--- config.mk ---
export PLATFORM = sky130hd
export DESIGN_NAME = get_sqacc
export DESIGN_NICKNAME = d
export VERILOG_FILES = /design/src/rtl/get_pkg.sv /design/src/rtl/get_sqacc.sv
export SDC_FILE = /design/constraint.sdc
export NUM_CORES = 1
export LEC_CHECK = 0
export BUFFER_PORTS_ARGS = -buffer_cell sky130_fd_sc_hd__clkbuf_2
export CAP_MARGIN = 40
export CORE_ASPECT_RATIO = 1.75
export CORE_MARGIN = 8
export CORE_UTILIZATION = 55
export CTS_BUF_LIST = sky130_fd_sc_hd__clkbuf_4
export CTS_CLUSTER_DIAMETER = 40
export DETAILED_ROUTE_END_ITERATION = 8
export PLACE_DENSITY = 0.8
export SYNTH_ARGS = -nofsm -noshare
export SYNTH_HDL_FRONTEND = slang
export SYNTH_SLANG_ARGS = --single-unit
--- constraint.sdc ---
create_clock -name clk_i -period 8.1 [get_ports clk_i]
set_clock_uncertainty 0.1 [all_clocks]
set_input_delay 0 -clock clk_i [delete_from_list [all_inputs] [get_ports clk_i]]
set_output_delay 0 -clock clk_i [all_outputs]
set_load 0.01 [all_outputs]
--- src/rtl/get_pkg.sv ---
`default_nettype none

package get_pkg;

  localparam int SLOT_PW     = 10;
  localparam int GEN_W       = 16;
  localparam int COORD_W     = 24;
  localparam int TEAM_W      = 4;
  localparam int RAD_W       = 23;
  localparam int LIM_W       = 7;
  localparam int CMD_W       = 3;
  localparam int PROD_W      = 2 * RAD_W;
  localparam int ACC_W       = PROD_W + 2;
  localparam int IN_DATA_W   = 136;
  localparam int OUT_DATA_W  = 112;
  localparam int MAX_ENT_DEF  = 1024;
  localparam int MAX_QRES_DEF = 64;

  typedef enum logic [CMD_W-1:0] {
    CMD_ADD = 3'd0,
    CMD_UPD = 3'd1,
    CMD_QRY = 3'd2,
    CMD_CHK = 3'd3,
    CMD_REF = 3'd4
  } cmd_e;

  // input beat, lowest field last
  typedef struct packed {
    logic [1:0]               pad;
    logic [LIM_W-1:0]         result_limit;
    logic                     exclude_team;
    logic [RAD_W-1:0]         radius;
    logic                     alive;
    logic [TEAM_W-1:0]        team;
    logic signed [COORD_W-1:0] pos_z;
    logic signed [COORD_W-1:0] pos_y;
    logic signed [COORD_W-1:0] pos_x;
    logic [GEN_W-1:0]         generation;
    logic [SLOT_PW-1:0]       slot_index;
  } in_t;

  // result beat, lowest field last
  typedef struct packed {
    logic [4:0]               pad;
    logic                     full_res;
    logic                     found;
    logic                     out_alive;
    logic [TEAM_W-1:0]        out_team;
    logic signed [COORD_W-1:0] out_z;
    logic signed [COORD_W-1:0] out_y;
    logic signed [COORD_W-1:0] out_x;
    logic                     handle_stale;
    logic                     handle_valid;
    logic [GEN_W-1:0]         out_generation;
    logic [SLOT_PW-1:0]       out_slot;
  } out_t;

  typedef struct packed {
    logic [GEN_W-1:0]   gen;
    logic               alive;
    logic [TEAM_W-1:0]  team;
    logic [COORD_W-1:0] z;
    logic [COORD_W-1:0] y;
    logic [COORD_W-1:0] x;
  } entry_t;

  typedef struct packed {
    logic mul;
    logic load;
    logic add;
  } sq_ctl_t;

  function automatic logic [COORD_W-1:0] abs_diff(input logic [COORD_W-1:0] a,
                                                  input logic [COORD_W-1:0] b);
    logic signed [COORD_W:0] d;
    d = $signed({a[COORD_W-1], a}) - $signed({b[COORD_W-1], b});
    return d[COORD_W] ? COORD_W'(-d) : COORD_W'(d);
  endfunction

  function automatic entry_t make_entry(input in_t it, input logic [GEN_W-1:0] g);
    entry_t e;
    e.gen   = g;
    e.alive = it.alive;
    e.team  = it.team;
    e.z     = it.pos_z;
    e.y     = it.pos_y;
    e.x     = it.pos_x;
    return e;
  endfunction

endpackage

`default_nettype wire

--- src/rtl/get_sqacc.sv ---
`default_nettype none

module get_sqacc (
  input  logic                        clk_i,
  input  get_pkg::sq_ctl_t            ctl_i,
  input  logic [get_pkg::RAD_W-1:0]   op_i,
  output logic [get_pkg::PROD_W-1:0]  prod_o,
  output logic [get_pkg::ACC_W-1:0]   acc_o
);
  import get_pkg::*;

  logic [PROD_W-1:0] prod_q;
  logic [ACC_W-1:0]  acc_q;

  always_ff @(posedge clk_i) begin
    if (ctl_i.mul) begin
      prod_q <= PROD_W'(op_i) * PROD_W'(op_i);
    end
    if (ctl_i.load) begin
      acc_q <= ACC_W'(prod_q);
    end else if (ctl_i.add) begin
      acc_q <= acc_q + ACC_W'(prod_q);
    end
  end

  assign prod_o = prod_q;
  assign acc_o  = acc_q;

endmodule

`default_nettype wire

==> impl_metrics.json <==
{
  "antenna_found_initial": 1,
  "cts_tree": "built",
  "synth.area.top_cells": "fa_1 (37%), ha_1 (13%), edfxtp_1 (13%)",
  "status": "finished clean",
  "max_cap_violations": 0,
  "fmax_mhz": 140,
  "ant_nets": 0,
  "slew_headroom": 0.495,
  "synth_edf_count": 91,
  "hold_class": "in -> reg",
  "nNetsFinal": 2934,
  "dp.cells": 2768,
  "pin_count": 121,
  "grt_pass1_vias": 17400,
  "layout-drive-gt1-share": 0.0754,
  "ys.flop_type": "edfxtp_1",
  "syn-instance-count": 2235,
  "wl_um": 52300,
  "synth.top_cells.by_count": "inv_1 (509), fa_1 (385), nand2_1 (223), ha_1 (220), and2_1 (101)",
  "cts-buffers-inserted": 9,
  "yosys.area_share.simple": 0.111,
  "gp_congestion": 0.961,
  "h-tree-depth": 3,
  "fin_crit_sh": 0.885,
  "synth_most_common_cell": "inv_1",
  "critPathMaxFanout": 11,
  "ys_seq_area_frac": 0.132,
  "start_util": 0.558,
  "core-area_um2": 37500,
  "clock_path_buffers": 2,
  "chipHeight_um": 274,
  "grt_max_degree": 64,
  "synth_top_family_by_area": "adder cells",
  "rsz0062_at_grt": "no",
  "post_cts_resized": 0,
  "die_w_um": 163,
  "cts-root-buf": "clkbuf_4",
  "synth_nets": 2867,
  "synthMuxAreaShare": 0.00269,
  "setup_viol_count_final": 0,
  "syn_area_per_cell_um2": 9.36,
  "wl_per_cell_um": 18.7,
  "synth-compound-area-share": 0.109,
  "vias_per_cell": 5.63,
  "syn-cell-area_um2": 20900,
  "portBuffers": 119,
  "hold_viol": 0,
  "path_clk_slew_ns": 0.16,
  "synth-xor-area-share": 0.0381,
  "fin_crit_ns": 7.16,
  "cp.required_ns": 8.25,
  "grt_pass1_wl_um": 84400,
  "crit_arrival_ns": 7.31,
  "synth_fa_ha_area_frac": 0.500,
  "synthArstFlopShare": 0,
  "fp.dieArea_um2": 44800,
  "area_growth_pct": 5.69,
  "tightestPinTransition_ns": 0.758,
  "final-max-slew-violation-count": 0,
  "firstDrtPassIters": 6,
  "vias": 15700,
  "grtUsageTotal": 0.239,
  "clock-sinks": 93,
  "worst_setup_path_start_kind": "input pin",
  "grt-ovfl-total": 0,
  "yosysTopAreaCell": "fa_1",
  "row_count": 94,
  "fillers": 3155,
  "finalSetupTns_ns": 0,
  "ys_seq_elements": 93,
  "yosysUniqueCellTypes": 65,
  "drt_iter0_drc": 709,
  "clkLatencyLatePin_ns": 0.49,
  "worstSetupPathType": "in -> reg",
  "dp_hpwl_um": 44600,
  "yosys_warnings": 0,
  "drc": 0,
  "synth_top_area_frac": 0.368,
  "critPathCaptureType": "flip-flop",
  "fin_cells": 2788
}
-- registers in the layout (all words and copies together) (netlist names) --
| name | cells |
|---|---|
| prod_o | 45 |
| acc_o | 48 |
-- cell families (layout without fill, tap and decap cells) --
family	after synthesis	count (layout)
AO/OA/AOI/OAI	352	352
XOR/XNOR	91	91
adder cells (fa/ha/maj)	605	605
buffers and inverters	593	665
flip-flops	93	93
multiplexers	5	5
other	1	2
AND/OR/NAND/NOR	495	495
-- metrics by stage --
step	worst slack, ns	utilization	area [um^2]	hold slack, ns
6_report	0.935	0.590	22100	0.130
5_1_grt	0.625	0.590	22100	0.151
4_1_cts	0.983	0.589	22100	0.0838
3_5_place_dp	0.557	0.585	21900	0.303
3_3_place_gp	0.812	0.584	21900	0.328
2_1_floorplan	1.06	-	20900	-0.00113
-- layout by cell type, fill, tap and decap left out, types with 4 or more instances in the layout --
master    instances
a221o_1           4
nand2_1         223
o31ai_1           9
edfxtp_1         91
a211oi_1         12
or2_2             4
nand4_1          15
nor4_1            4
clkbuf_4         10
a31o_2            5
a21oi_1          86
nor3_1           12
o21ai_1           8
fa_1            385
nor2b_1          17
o21a_1           14
a21o_1           66
nor2_1           75
nand2b_1         10
o21bai_1         20
ha_1            220
buf_4            16
xnor2_1          53
or3_1             6
and2_1          101
o21ai_0          82
and3_1            8
xor2_1           38
mux2_2            5
inv_1           509
clkbuf_2        119
a31oi_1          13
nand3_1          15
-- path summary, 6_finish.rpt --
| check | startpoint | end | depth (start not counted) | slack [ns] |
|---|---|---|---|---|
| setup / recovery | op_i[0] | prod_o[39] | 25 | 0.94 |
| hold / removal | ctl_i[1] | acc_o[29] | 2 | 0.13 |
| setup reg to reg | prod_o[2] | acc_o[33] | 11 | 4.14 |
| hold reg to reg | acc_o[46] | acc_o[47] | 1 | 0.49 |
-- layer usage --
layer	wire length, um	global-route usage	vias up
li1	-	-	7146
met1	18000	0.247	7733
met2	27700	0.442	582
met3	2590	0.0249	230
met4	3890	0.164	0
met5	0	0	-
-- layout make-up --
class                   instances  area (um^2)  share of cell area
diodes                          1         2.50            0.000113
clock buffers                  10         75.1             0.00339
clock inverters                 6         70.1             0.00317
inverters                     510         1910              0.0866
multi-input cells            1549        15900               0.720
flip-flops and latches         93         2770               0.125
well taps                     480          601              0.0272
repair buffers                139          766              0.0346
-- critical path, cell delays in order --
cell	delay (ns)
dlygate4sd3_1	0.52
clkbuf_2	0.31
nand2_1	0.22
xor2_1	0.24
ha_1	0.20
a31o_2	0.22
fa_1	0.49
fa_1	0.54
fa_1	0.45
fa_1	0.41
fa_1	0.55
inv_1	0.07
fa_1	0.49
inv_1	0.04
ha_1	0.38
a21oi_1	0.18
o21ai_1	0.12
nor3_1	0.19
o21bai_1	0.09
a221o_1	0.34
a31o_1	0.22
a221o_1	0.41
a31oi_1	0.33
o21bai_1	0.14
xor2_1	0.15
-- timing repair --
action / 4_1_cts / 5_1_grt
hold endpoints to repair: 59 / 0
buffers inserted: 0 / 0
hold buffers: 3 / 0
Power is not shown: default switching activity piles up to over one toggle a cycle in this logic, so the estimate is an artifact.
